### config.mk
export PLATFORM = sky130hd
export DESIGN_NAME = codon_to_amino_translator_unit
export DESIGN_NICKNAME = d
export VERILOG_FILES = /design/src/sv/cta_pkg.sv /design/src/sv/cta_front.sv /design/src/sv/cta_queue.sv /design/src/sv/cta_back.sv /design/src/sv/codon_to_amino_translator_unit.sv
export SDC_FILE = /design/constraint.sdc
export NUM_CORES = 1
export LEC_CHECK = 0
export BUFFER_PORTS_ARGS = -buffer_cell sky130_fd_sc_hd__buf_2
export CORE_MARGIN = 3
export CORE_UTILIZATION = 40
export CTS_CLUSTER_SIZE = 8
export DETAILED_ROUTE_END_ITERATION = 8
export GPL_TIMING_DRIVEN = 0
export HOLD_SLACK_MARGIN = 0.02
export PLACE_DENSITY = 0.66
export RECOVER_POWER = 25
export SKIP_CTS_REPAIR_TIMING = 1
export SYNTH_ARGS = -nofsm -noshare
export SYNTH_HDL_FRONTEND = slang
export SYNTH_SLANG_ARGS = --single-unit
### constraint.sdc
create_clock -name clk_i -period 8.3 [get_ports clk_i]
set_input_delay 0.83 -clock clk_i [delete_from_list [all_inputs] [get_ports clk_i]]
set_output_delay 0.83 -clock clk_i [all_outputs]
set_load 0.05 [all_outputs]
### src/sv/cta_pkg.sv
// Package of the codon translator: widths, character codes, the codon record
// and the standard genetic code table. No dependencies.
package cta_pkg;

  localparam int POSITION_BITS_DEF = 16;
  localparam int CFG_W             = 16;
  localparam int APB_ADDR_W        = 3;
  localparam int APB_DATA_W        = 32;
  localparam int QUEUE_DEPTH_DEF   = 2;

  localparam logic [CFG_W-1:0] FRAME_START_RESET = 16'd1;

  // Register index of frame_start within the register map.
  localparam logic REG_FRAME_START = 1'b0;

  localparam logic [7:0] CHAR_A    = 8'h41;
  localparam logic [7:0] CHAR_C    = 8'h43;
  localparam logic [7:0] CHAR_G    = 8'h47;
  localparam logic [7:0] CHAR_T    = 8'h54;
  localparam logic [7:0] CHAR_STOP = 8'h58;
  localparam logic [7:0] CHAR_NONE = 8'h00;

  localparam logic [1:0] CODE_A = 2'd0;
  localparam logic [1:0] CODE_C = 2'd1;
  localparam logic [1:0] CODE_G = 2'd2;
  localparam logic [1:0] CODE_T = 2'd3;

  // Index = 16*b1 + 4*b2 + b3 with A=0, C=1, G=2, T=3; entry 0 is the top byte.
  localparam logic [0:63][7:0] AMINO_TABLE = {
    "KNKNTTTTRSRSIIMI",
    "QHQHPPPPRRRRLLLL",
    "EDEDAAAAGGGGVVVV",
    "XYXYSSSSXCWCLFLF"
  };

  // A complete codon as classified by the front end.
  typedef struct packed {
    logic       known;
    logic       stop;
    logic [5:0] index;
  } codon_t;

  // Base decoder: bit 2 flags a valid uppercase nucleotide, bits 1:0 its code.
  function automatic logic [2:0] base_code(input logic [7:0] ch);
    logic [2:0] res;
    unique case (ch)
      CHAR_A:  res = {1'b1, CODE_A};
      CHAR_C:  res = {1'b1, CODE_C};
      CHAR_G:  res = {1'b1, CODE_G};
      CHAR_T:  res = {1'b1, CODE_T};
      default: res = 3'b000;
    endcase
    return res;
  endfunction

  function automatic logic [7:0] amino_lookup(input logic [5:0] index);
    return AMINO_TABLE[index];
  endfunction

endpackage

### src/sv/cta_front.sv
// Front end of the codon translator: frame skipping, codon assembly and
// classification. Depends on cta_pkg.
module cta_front #(
  parameter int POSITION_BITS = cta_pkg::POSITION_BITS_DEF
) (
  input  logic                       clk_i,
  input  logic                       rst_ni,
  input  logic                       in_valid_i,
  input  logic [7:0]                 base_char_i,
  input  logic                       last_base_i,
  input  logic [cta_pkg::CFG_W-1:0]  frame_start_i,
  input  logic                       queue_full_i,
  output logic                       in_stall_o,
  output logic                       push_o,
  output cta_pkg::codon_t            codon_o
);
  import cta_pkg::*;

  localparam int CmpW = (POSITION_BITS > CFG_W) ? POSITION_BITS : CFG_W;

  logic [POSITION_BITS-1:0] pos_q, pos_d;
  logic [1:0]               phase_q, phase_d;
  logic [7:0]               first_q, first_d;
  logic [7:0]               second_q, second_d;
  logic                     stop_q, stop_d;
  logic                     accept;
  logic [CFG_W-1:0]         skip;
  logic                     skipping;
  logic [2:0]               c1, c2, c3;
  codon_t                   codon;

  assign in_stall_o = queue_full_i;
  assign accept     = in_valid_i && !queue_full_i;

  // A start position of zero behaves as one.
  assign skip     = (frame_start_i == '0) ? '0 : frame_start_i - CFG_W'(1);
  assign skipping = CmpW'(pos_q) < CmpW'(skip);

  // Classify the codon that the current base would complete.
  assign c1 = base_code(first_q);
  assign c2 = base_code(second_q);
  assign c3 = base_code(base_char_i);
  always_comb begin
    codon.known = c1[2] && c2[2] && c3[2];
    codon.index = {c1[1:0], c2[1:0], c3[1:0]};
    codon.stop  = codon.known && (amino_lookup(codon.index) == CHAR_STOP);
  end

  // Next state of the codon assembler.
  always_comb begin
    pos_d    = pos_q;
    phase_d  = phase_q;
    first_d  = first_q;
    second_d = second_q;
    stop_d   = stop_q;
    push_o   = 1'b0;
    if (accept) begin
      if (skipping) begin
        if (pos_q != {POSITION_BITS{1'b1}}) begin
          pos_d = pos_q + POSITION_BITS'(1);
        end
      end else if (!stop_q) begin
        case (phase_q)
          2'd0: begin
            first_d = base_char_i;
            phase_d = 2'd1;
          end
          2'd1: begin
            second_d = base_char_i;
            phase_d  = 2'd2;
          end
          default: begin
            push_o  = 1'b1;
            phase_d = 2'd0;
            if (codon.stop) begin
              stop_d = 1'b1;
            end
          end
        endcase
      end
      // The final base of a sequence returns everything to reset.
      if (last_base_i) begin
        pos_d    = '0;
        phase_d  = 2'd0;
        first_d  = '0;
        second_d = '0;
        stop_d   = 1'b0;
      end
    end
  end

  assign codon_o = codon;

  always_ff @(posedge clk_i or negedge rst_ni) begin
    if (!rst_ni) begin
      pos_q    <= '0;
      phase_q  <= 2'd0;
      first_q  <= '0;
      second_q <= '0;
      stop_q   <= 1'b0;
    end else begin
      pos_q    <= pos_d;
      phase_q  <= phase_d;
      first_q  <= first_d;
      second_q <= second_d;
      stop_q   <= stop_d;
    end
  end

endmodule

### src/sv/cta_queue.sv
// Short queue of classified codons between the front and back ends.
// Depends on cta_pkg.
module cta_queue #(
  parameter int DEPTH = cta_pkg::QUEUE_DEPTH_DEF
) (
  input  logic            clk_i,
  input  logic            rst_ni,
  input  logic            push_i,
  input  cta_pkg::codon_t push_data_i,
  input  logic            pop_i,
  output logic            full_o,
  output logic            valid_o,
  output cta_pkg::codon_t pop_data_o
);
  import cta_pkg::*;

  localparam int PtrW = (DEPTH > 1) ? $clog2(DEPTH) : 1;
  localparam int CntW = $clog2(DEPTH + 1);

  codon_t              mem_q [DEPTH];
  logic [PtrW-1:0]     wr_ptr_q, wr_ptr_d;
  logic [PtrW-1:0]     rd_ptr_q, rd_ptr_d;
  logic [CntW-1:0]     count_q, count_d;

  assign full_o     = count_q == CntW'(DEPTH);
  assign valid_o    = count_q != '0;
  assign pop_data_o = mem_q[rd_ptr_q];

  // Pointer and fill count update; pointers wrap at the last entry.
  always_comb begin
    wr_ptr_d = wr_ptr_q;
    rd_ptr_d = rd_ptr_q;
    count_d  = count_q;
    if (push_i) begin
      wr_ptr_d = (wr_ptr_q == PtrW'(DEPTH - 1)) ? '0 : wr_ptr_q + PtrW'(1);
    end
    if (pop_i) begin
      rd_ptr_d = (rd_ptr_q == PtrW'(DEPTH - 1)) ? '0 : rd_ptr_q + PtrW'(1);
    end
    if (push_i && !pop_i) begin
      count_d = count_q + CntW'(1);
    end else if (pop_i && !push_i) begin
      count_d = count_q - CntW'(1);
    end
  end

  always_ff @(posedge clk_i) begin
    if (push_i) begin
      mem_q[wr_ptr_q] <= push_data_i;
    end
  end

  always_ff @(posedge clk_i or negedge rst_ni) begin
    if (!rst_ni) begin
      wr_ptr_q <= '0;
      rd_ptr_q <= '0;
      count_q  <= '0;
    end else begin
      wr_ptr_q <= wr_ptr_d;
      rd_ptr_q <= rd_ptr_d;
      count_q  <= count_d;
    end
  end

endmodule

### src/sv/cta_back.sv
// Back end of the codon translator: genetic code lookup and the output
// register. Depends on cta_pkg.
module cta_back (
  input  logic            clk_i,
  input  logic            rst_ni,
  input  logic            queue_valid_i,
  input  cta_pkg::codon_t codon_i,
  output logic            pop_o,
  output logic            out_valid_o,
  input  logic            out_stall_i,
  output logic [7:0]      amino_char_o,
  output logic            is_stop_o
);
  import cta_pkg::*;

  logic       valid_q, valid_d;
  logic [7:0] amino_q;
  logic       stop_q;

  // Take a codon whenever the output register is empty or being drained.
  assign pop_o = queue_valid_i && (!valid_q || !out_stall_i);

  always_comb begin
    if (pop_o) begin
      valid_d = 1'b1;
    end else if (!out_stall_i) begin
      valid_d = 1'b0;
    end else begin
      valid_d = valid_q;
    end
  end

  always_ff @(posedge clk_i or negedge rst_ni) begin
    if (!rst_ni) begin
      valid_q <= 1'b0;
    end else begin
      valid_q <= valid_d;
    end
  end

  // Result payload; a codon with an unknown base translates to zero.
  always_ff @(posedge clk_i) begin
    if (pop_o) begin
      amino_q <= codon_i.known ? amino_lookup(codon_i.index) : CHAR_NONE;
      stop_q  <= codon_i.stop;
    end
  end

  assign out_valid_o  = valid_q;
  assign amino_char_o = amino_q;
  assign is_stop_o    = stop_q;

endmodule

### src/sv/codon_to_amino_translator_unit.sv
// Top level of the codon translator: register port and the front, queue and
// back instances. Depends on cta_pkg, cta_front, cta_queue and cta_back.
//
// The unit takes one ASCII base per cycle and gives one amino acid letter per
// complete codon, so a sustained stream runs at one base a cycle while the
// input is not stalled; a result appears once it has passed the codon queue
// and then the output register. Input stall rises only while
// the two-entry codon queue is full, which happens when the output side has
// been stalled long enough for the output register and the queue to fill.
// Bases before position frame_start are skipped, a stop codon gives the letter
// X flagged as stop and silences the unit until the last base, and the last
// base of a sequence resets the front end. frame_start sits at byte address 0
// and must be written only while idle; the unit does not enforce this.
module codon_to_amino_translator_unit #(
  parameter int POSITION_BITS = cta_pkg::POSITION_BITS_DEF,
  parameter int QUEUE_DEPTH   = cta_pkg::QUEUE_DEPTH_DEF
) (
  input  logic                           clk_i,
  input  logic                           rst_ni,
  input  logic                           psel,
  input  logic                           penable,
  input  logic                           pwrite,
  input  logic [cta_pkg::APB_ADDR_W-1:0] paddr,
  input  logic [cta_pkg::APB_DATA_W-1:0] pwdata,
  output logic [cta_pkg::APB_DATA_W-1:0] prdata,
  output logic                           pready,
  input  logic                           in_valid_i,
  output logic                           in_stall_o,
  input  logic [7:0]                     base_char_i,
  input  logic                           last_base_i,
  output logic                           out_valid_o,
  input  logic                           out_stall_i,
  output logic [7:0]                     amino_char_o,
  output logic                           is_stop_o
);
  import cta_pkg::*;

  logic [CFG_W-1:0] frame_start_q;
  logic             cfg_write;
  logic             push;
  logic             pop;
  logic             queue_full;
  logic             queue_valid;
  codon_t           push_codon;
  codon_t           pop_codon;

  // Register port: word index is the upper address bit.
  assign pready    = 1'b1;
  assign cfg_write = psel && penable && pwrite;
  assign prdata    = (paddr[APB_ADDR_W-1] == REG_FRAME_START)
                   ? APB_DATA_W'(frame_start_q) : '0;

  always_ff @(posedge clk_i or negedge rst_ni) begin
    if (!rst_ni) begin
      frame_start_q <= FRAME_START_RESET;
    end else if (cfg_write && (paddr[APB_ADDR_W-1] == REG_FRAME_START)) begin
      frame_start_q <= pwdata[CFG_W-1:0];
    end
  end

  cta_front #(
    .POSITION_BITS (POSITION_BITS)
  ) u_front (
    .clk_i         (clk_i),
    .rst_ni        (rst_ni),
    .in_valid_i    (in_valid_i),
    .base_char_i   (base_char_i),
    .last_base_i   (last_base_i),
    .frame_start_i (frame_start_q),
    .queue_full_i  (queue_full),
    .in_stall_o    (in_stall_o),
    .push_o        (push),
    .codon_o       (push_codon)
  );

  cta_queue #(
    .DEPTH (QUEUE_DEPTH)
  ) u_queue (
    .clk_i       (clk_i),
    .rst_ni      (rst_ni),
    .push_i      (push),
    .push_data_i (push_codon),
    .pop_i       (pop),
    .full_o      (queue_full),
    .valid_o     (queue_valid),
    .pop_data_o  (pop_codon)
  );

  cta_back u_back (
    .clk_i         (clk_i),
    .rst_ni        (rst_ni),
    .queue_valid_i (queue_valid),
    .codon_i       (pop_codon),
    .pop_o         (pop),
    .out_valid_o   (out_valid_o),
    .out_stall_i   (out_stall_i),
    .amino_char_o  (amino_char_o),
    .is_stop_o     (is_stop_o)
  );

endmodule

# ---- Word level (Yosys, flattened, before mapping)
# Memories as Yosys holds them, arrays and structs flattened. A register that Yosys moved wholly into a read port is not among the register bits.
# Cells that the tools add are included.
dict set report classes {
  addsub 6
  n_lt_le_gt_ge 2
  n_mux 39
  reduce_logical 31
  n_bitwise 3
  n_eq_ne 19
}
# operator count
set ops {}
lappend ops {{8-bit by 7-bit == test with 1-bit output (second input constant)} 13}
lappend ops {{16-bit 2-to-1 mux} 5}
lappend ops {{8-bit 2-to-1 mux} 10}
lappend ops {{3-bit one-hot mux with 4 select lines} 3}
lappend ops {{16-bit by 1-bit adder with 16-bit output (second input constant)} 1}
lappend ops {{16-bit zero test} 1}
lappend ops {{16-bit less-than comparator} 1}
lappend ops {{16-bit != test (second input constant)} 1}
lappend ops {{16-bit by 1-bit subtractor with 16-bit output (second input constant)} 1}
lappend ops {{1-bit 2-to-1 mux} 15}
lappend ops {{6-bit inverter with 7-bit output} 2}
lappend ops {{2-bit nonzero test} 6}
lappend ops {{1-bit logical AND} 10}
lappend ops {{2-bit 2-to-1 mux} 5}
lappend ops {{4-bit AND reduction} 2}
lappend ops {{7-bit greater-or-equal comparator (second input constant)} 1}
lappend ops {{1-bit zero test} 6}
lappend ops {{3-bit AND reduction} 2}
lappend ops {{2-bit != test (second input constant)} 2}
lappend ops {{2-bit one-hot mux with 2 select lines} 1}
lappend ops {{1-bit adder (second input constant)} 2}
lappend ops {{2-bit by 1-bit adder with 2-bit output (second input constant)} 1}
lappend ops {{2-bit by 1-bit == test with 1-bit output (second input constant)} 1}
lappend ops {{2-bit == test (second input constant)} 1}
lappend ops {{7 further kinds} 7}
dict set report totals {
  rom_bits 1024
  regBits 57
  output_inout_bits 44
  ramBits 16
  inputBits 51
  mem_count 3
}
# memory words width read_ports rd_clocked_by_memory_dff write_ports line_no
set mem_list {}
lappend mem_list {{(name not given)} 64 8 1 1 0 cta_pkg.sv:57} ;# return AMINO_TABLE[index];
lappend mem_list {{(name not given)} 64 8 1 0 0 cta_pkg.sv:57}
lappend mem_list {u_queue.mem_q 2 8 1 0 1 cta_queue.sv:20} ;# codon_t mem_q [DEPTH];

# ---- Longest topological paths before layout
dict set report depth {
  ltp_word 13
  ltp_mapped 17
  mapped_depth_nobuf 16
}

# ---- By module
# From an unflattened synthesis, not the netlist that was laid out.
dict set report hier_totals {
  cells_unflattened 493
  hier_area_um2 5151.2
}
# module cells_per_inst instances area_per_inst_um2 seq_area_each_um2
set by_module_without_submodules {}
lappend by_module_without_submodules {cta_front 326 1 2877.8 875.8}
lappend by_module_without_submodules {codon_to_amino_translator_unit 70 1 900.9 401.6}
lappend by_module_without_submodules {cta_queue 41 1 803.3 580.6}
lappend by_module_without_submodules {cta_back 56 1 569.3 225.2}

# ---- Worst setup path after synthesis
# OpenSTA, ideal clock, no wires.
dict set report synth_path {
  kind {register to register}
  from {register frame_start_q[8]}
  to {memory u_queue.mem_q[0][0] (netlist name) (enable)}
  period_less_slack_ps 3987
  n_path_buf 0
  arrival_time_ps 3613
  slack_ps 4313
  setup_ps 373
  path_stages_with_launch 14
  cell_sequence {dfrtp_1 -> nor4_4 -> nor3b_1 -> nand3_1 -> nor4_1 -> xor2_1 -> nand2_1 -> ha_1 -> nand2_1 -> nor4_4 -> o2111a_1 -> nor3_1 -> nor4_2 -> nor2b_1}
}
dict set report synth_between {
  elab_chain_len 7
}
# item line_no
set synth_lines {}
lappend synth_lines {{start: declaration} codon_to_amino_translator_unit.sv:38} ;# logic [CFG_W-1:0] frame_start_q;
lappend synth_lines {{start signal: assignment} codon_to_amino_translator_unit.sv:57} ;# frame_start_q <= pwdata[CFG_W-1:0];
lappend synth_lines {{16-bit by 1-bit subtractor with 16-bit output or 16-bit zero test (tied branches)} cta_front.sv:36} ;# assign skip = (frame_start_i == '0) ? '0 : frame_start_i - CFG_W'(1);
lappend synth_lines {{16-bit 2-to-1 mux (*)} cta_front.sv:36}
lappend synth_lines {{16-bit less-than comparator (*)} cta_front.sv:37} ;# assign skipping = CmpW'(pos_q) < CmpW'(skip);
lappend synth_lines {{1-bit 2-to-1 mux (*)} cta_front.sv:58} ;# if (skipping) begin
lappend synth_lines {{1-bit 2-to-1 mux (*)} cta_front.sv:57} ;# if (accept) begin
lappend synth_lines {{net push} codon_to_amino_translator_unit.sv:40} ;# logic push;
lappend synth_lines {{1-bit 2-to-1 mux (*)} cta_queue.sv:48} ;# if (push_i) begin
lappend synth_lines {{1-bit 2-to-1 mux (not written as such) (*)} cta_queue.sv:49} ;# mem_q[wr_ptr_q] <= push_data_i;
lappend synth_lines {{end: declaration} cta_queue.sv:20}
# The timed path passes the listed nets; every way through them passes the cells marked *.

# ---- Worst setup path after layout
dict set report layout_path {
  from {register frame_start_q[8]}
  to {memory u_queue.mem_q[0][2] (netlist name) (enable)}
}
# Same word-level chain as after synthesis.

==> summary.md <==
| Metric | Value |
|---|---|
| Sw power | 639 uW |
| Final Hold Fails | 0 |
| Pin count of the biggest net entering global routing | 57 |
| Worst-path clk slew | 70 ps |
| Synthesized flop and latch total | 79 |
| Post-Syn Area per Cell | 9.86 um2 |
| ANT cells | 0 |
| Final max-slew violation count | 57 |
| Outcome | complete, but fails checks |
| Layout cell share with drive strength beyond 1 | 21.0% |
| Via count | 4228 |
| RSZ-0062 raised after global routing | false |
| Maximum vdd drop | 0.000140 V |
| Worst EP arrival | 4630 ps |
| Port Buffer Count | 57 |
| Synth-to-Final Area Change | 17.0% |
| Die width | 119 um |
| Minimum clock period | 4650 ps |
| Boundary Pins | 95 |
| Clock Skews | 8.28 ps |
| Initial Util | 41.7% |
| Combinational cell fraction of total power | 36.1% |
| Main synth FF type | dfrtp_1 |
| Final setup TNS | 0 ps |
| Most frequent cells in the layout | buf_2, dfrtp_1, nand2_1, nor2_1, nor3_1 |
| Measured slew at the worst slew-check pin | 3060 ps |
| CTS tree | built |
| CTS Root Cell | clkbuf_16 |
| Switching share of power | 40.4% |
| Internal | 942 uW |
| Cell count after synthesis | 519 |
| Worst Path Max Fanout | 8 |
| First drt pass iteration count | 5 |
| Post-synth cell types | 73 |
| Setup crit end kind | flip-flop |
| Setup WS pre-CTS | 3630 ps |
| CTS buffer count | 9 |
| Ranking of synthesized cells by area | dfrtp_1, edfxtp_1, ha_1, mux2_2, nand2_1 |
| Hpwl dp | 8.83 mm |
| Wire per inst | 15.2 um |
| Commonest non-fill, non-tap cell in the layout | buf_2 |
| Cell area power density | 264 nW/um2 |
| Critical Path RT | 8280 ps |
| Flop pwr share | 37.3% |
| Hold WC Path Type | flip-flop to flip-flop |
| Cell Rows | 40 |
| Slew headroom | -104% |
| EDFF count, synth | 23 |
| Yosys Warn Count | 0 |
| Leak pwr | 0.00264 uW |
| Vias per inst | 5.44 |
| Initial antenna violation count | 0 |
| Internal reg-to-reg setup slack | 3650 ps |
| CP Launch Type | flip-flop |
| Total core area | 12300 um2 |
| Worst path max stage delay | 630 ps |
| Die height | 119 um |
| Vias in the first global route | 4103 |
| Final nets | 677 |
| Num Clock Sinks | 79 |
| CTS max path bufs | 2 |
| Leading area contributor after synthesis | dfrtp_1 |
| Clk network pwr share | 26.6% |
| Final Worst Setup Slack | 3650 ps |
| Final setup fails | 0 |
| Fin crit share | 56.1% |
| Slowest library cell on the worst path | nor2b_1 |
| Max-cap viol count | 1 |
| Total routed wirelength | 11.8 mm |
| Post-Syn Area | 5110 um2 |
| Initial DRC Count | 308 |
| FMAX | 215 MHz |
| GRT Util Overall | 16.9% |
| Gp weighted congestion | 0.864 |
| Kind of cell adding the most delay to the critical path | simple AND/OR/NAND/NOR gates |
| Crit-path cells | nor4_4, nor3b_1, nand3_1, nor4_1, xor2_1, nand2_1, ha_1, nand2_1, nor4_4, o2111a_1, nor3_1, nor4_2, nor2b_1 |
| Critical path type | flip-flop to flip-flop |
| Worst-Skew Late Latency | 350 ps |
| Asr flop ratio synth | 70.9% |
| Seq/Total Area, Yosys | 40.9% |
| Synth top area share | 26.9% |
| First-pass GRT wire length | 19.7 mm |
| Total gr overflow | 0 |
| # DRC | 0 |
| # H-tree levels | 3 |
| CP bufs+invs | 0 |
| Antenna-violating nets left | 0 |
| Die area | 14200 um2 |
| Failing checks | max-capacitance violations, max-slew violations |
-- state kept, by name (all words and copies together), names as in the netlist --
| name | flops |
|---|---|
| u_queue.rd_ptr_q | 1 |
| u_queue.mem_q | 16 |
| u_queue.wr_ptr_q | 1 |
| u_back.out_valid_o | 1 |
| u_back.amino_char_o | 6 |
| u_front.pos_q | 16 |
| u_front.first_q | 8 |
| u_front.stop_q | 1 |
| u_front.phase_q | 2 |
| u_queue.count_q | 2 |
| u_back.is_stop_o | 1 |
| frame_start_q | 16 |
| u_front.second_q | 8 |
-- through the flow --
stage          hold WS (ps)  util (%)  instance area [um2]  total power [uW]  cells
2_1_floorplan           455         -                 5180              1020    536
3_5_place_dp            479      46.3                 5670              1160    761
4_1_cts                 491      48.8                 5980              1590    777
5_1_grt                 512      48.8                 5980              1680    777
3_3_place_gp            469      46.3                 5670              1140    761
6_report                492      48.8                 5980              1580    777
-- tightest hold or removal path, delay by kind of cell, from the launching register on --
family           cells  cell delay (ps)
DFF                  1              340
and+or+nand+nor      2              120
-- Yosys cell counts (all sizes together) (6+ instances only) --
| cell type | number |
|---|---|
| edfxtp | 23 |
| a21oi | 20 |
| nor3 | 26 |
| ha | 22 |
| a311o | 7 |
| and3 | 10 |
| xor2 | 11 |
| o21ai | 19 |
| dfrtp | 55 |
| o211ai | 7 |
| nand3 | 17 |
| nor2 | 27 |
| o311ai | 7 |
| nor4b | 10 |
| nor4 | 7 |
| and2 | 13 |
| a22o | 7 |
| a31oi | 6 |
| xnor2 | 6 |
| nand2 | 50 |
| inv | 12 |
| mux2 | 21 |
| mux2i | 7 |
| clkbuf | 17 |
| buf | 24 |
| nor2b | 20 |
-- power groups by stage --
stage	clock network, uW	registers, uW	logic [uW]
final	421	589	571
after global placement	0	586	555
after global routing	445	603	630
after floorplan	0	629	395
after detailed placement	0	593	570
after CTS	431	588	573
-- cell type report --
class | count | area [um2]
repair buffers | 57 | 284
clock buffers | 9 | 225
multi-input cells | 403 | 2790
well taps | 168 | 210
plain buffers | 41 | 248
inverters | 13 | 48.8
clock inverters | 7 | 85.1
flip-flops and latches | 79 | 2090
fillers | 1129 | 6280
-- logic make-up (layout without fill, tap and decap cells) --
| logic type | Yosys count | in the layout | synth area share (%) |
|---|---|---|---|
| AOI/OAI and AO/OA | 105 | 105 | 15.1 |
| xor gates and xnor gates | 17 | 17 | 2.91 |
| adders and majority gates | 22 | 22 | 5.38 |
| buffers and inverters | 54 | 127 | 5.80 |
| DFF | 79 | 79 | 40.9 |
| muxes | 28 | 28 | 5.99 |
| other | 2 | 19 | 0.147 |
| and+or+nand+nor | 212 | 212 | 23.7 |
-- metal layers --
| metal | global-route usage (%) | wire, um | vias to the layer above | part of all wire [%] |
|---|---|---|---|---|
| met5 | 0 | 0 | - | 0 |
| met4 | 5.65 | 163 | 0 | 1.4 |
| met3 | 3.89 | 662 | 17 | 5.6 |
| met2 | 28.2 | 5600 | 132 | 47 |
| met1 | 21.7 | 5410 | 2009 | 46 |
| li1 | - | - | 2070 | - |
-- worst paths after layout --
path | from | endpoint | cells past startpoint
max | frame_start_q[8] | u_queue.mem_q[0][2] | 13
min | u_back.out_valid_o | u_back.out_valid_o | 2
max reg2reg | frame_start_q[8] | u_queue.mem_q[0][2] | 13
min reg2reg | u_back.out_valid_o | u_back.out_valid_o | 2
max in group asynchronous | rst_ni | u_front.first_q[2] | 1
min in group asynchronous | rst_ni | frame_start_q[8] | 1
No activity file was read; power rests on OpenSTA's default activity.
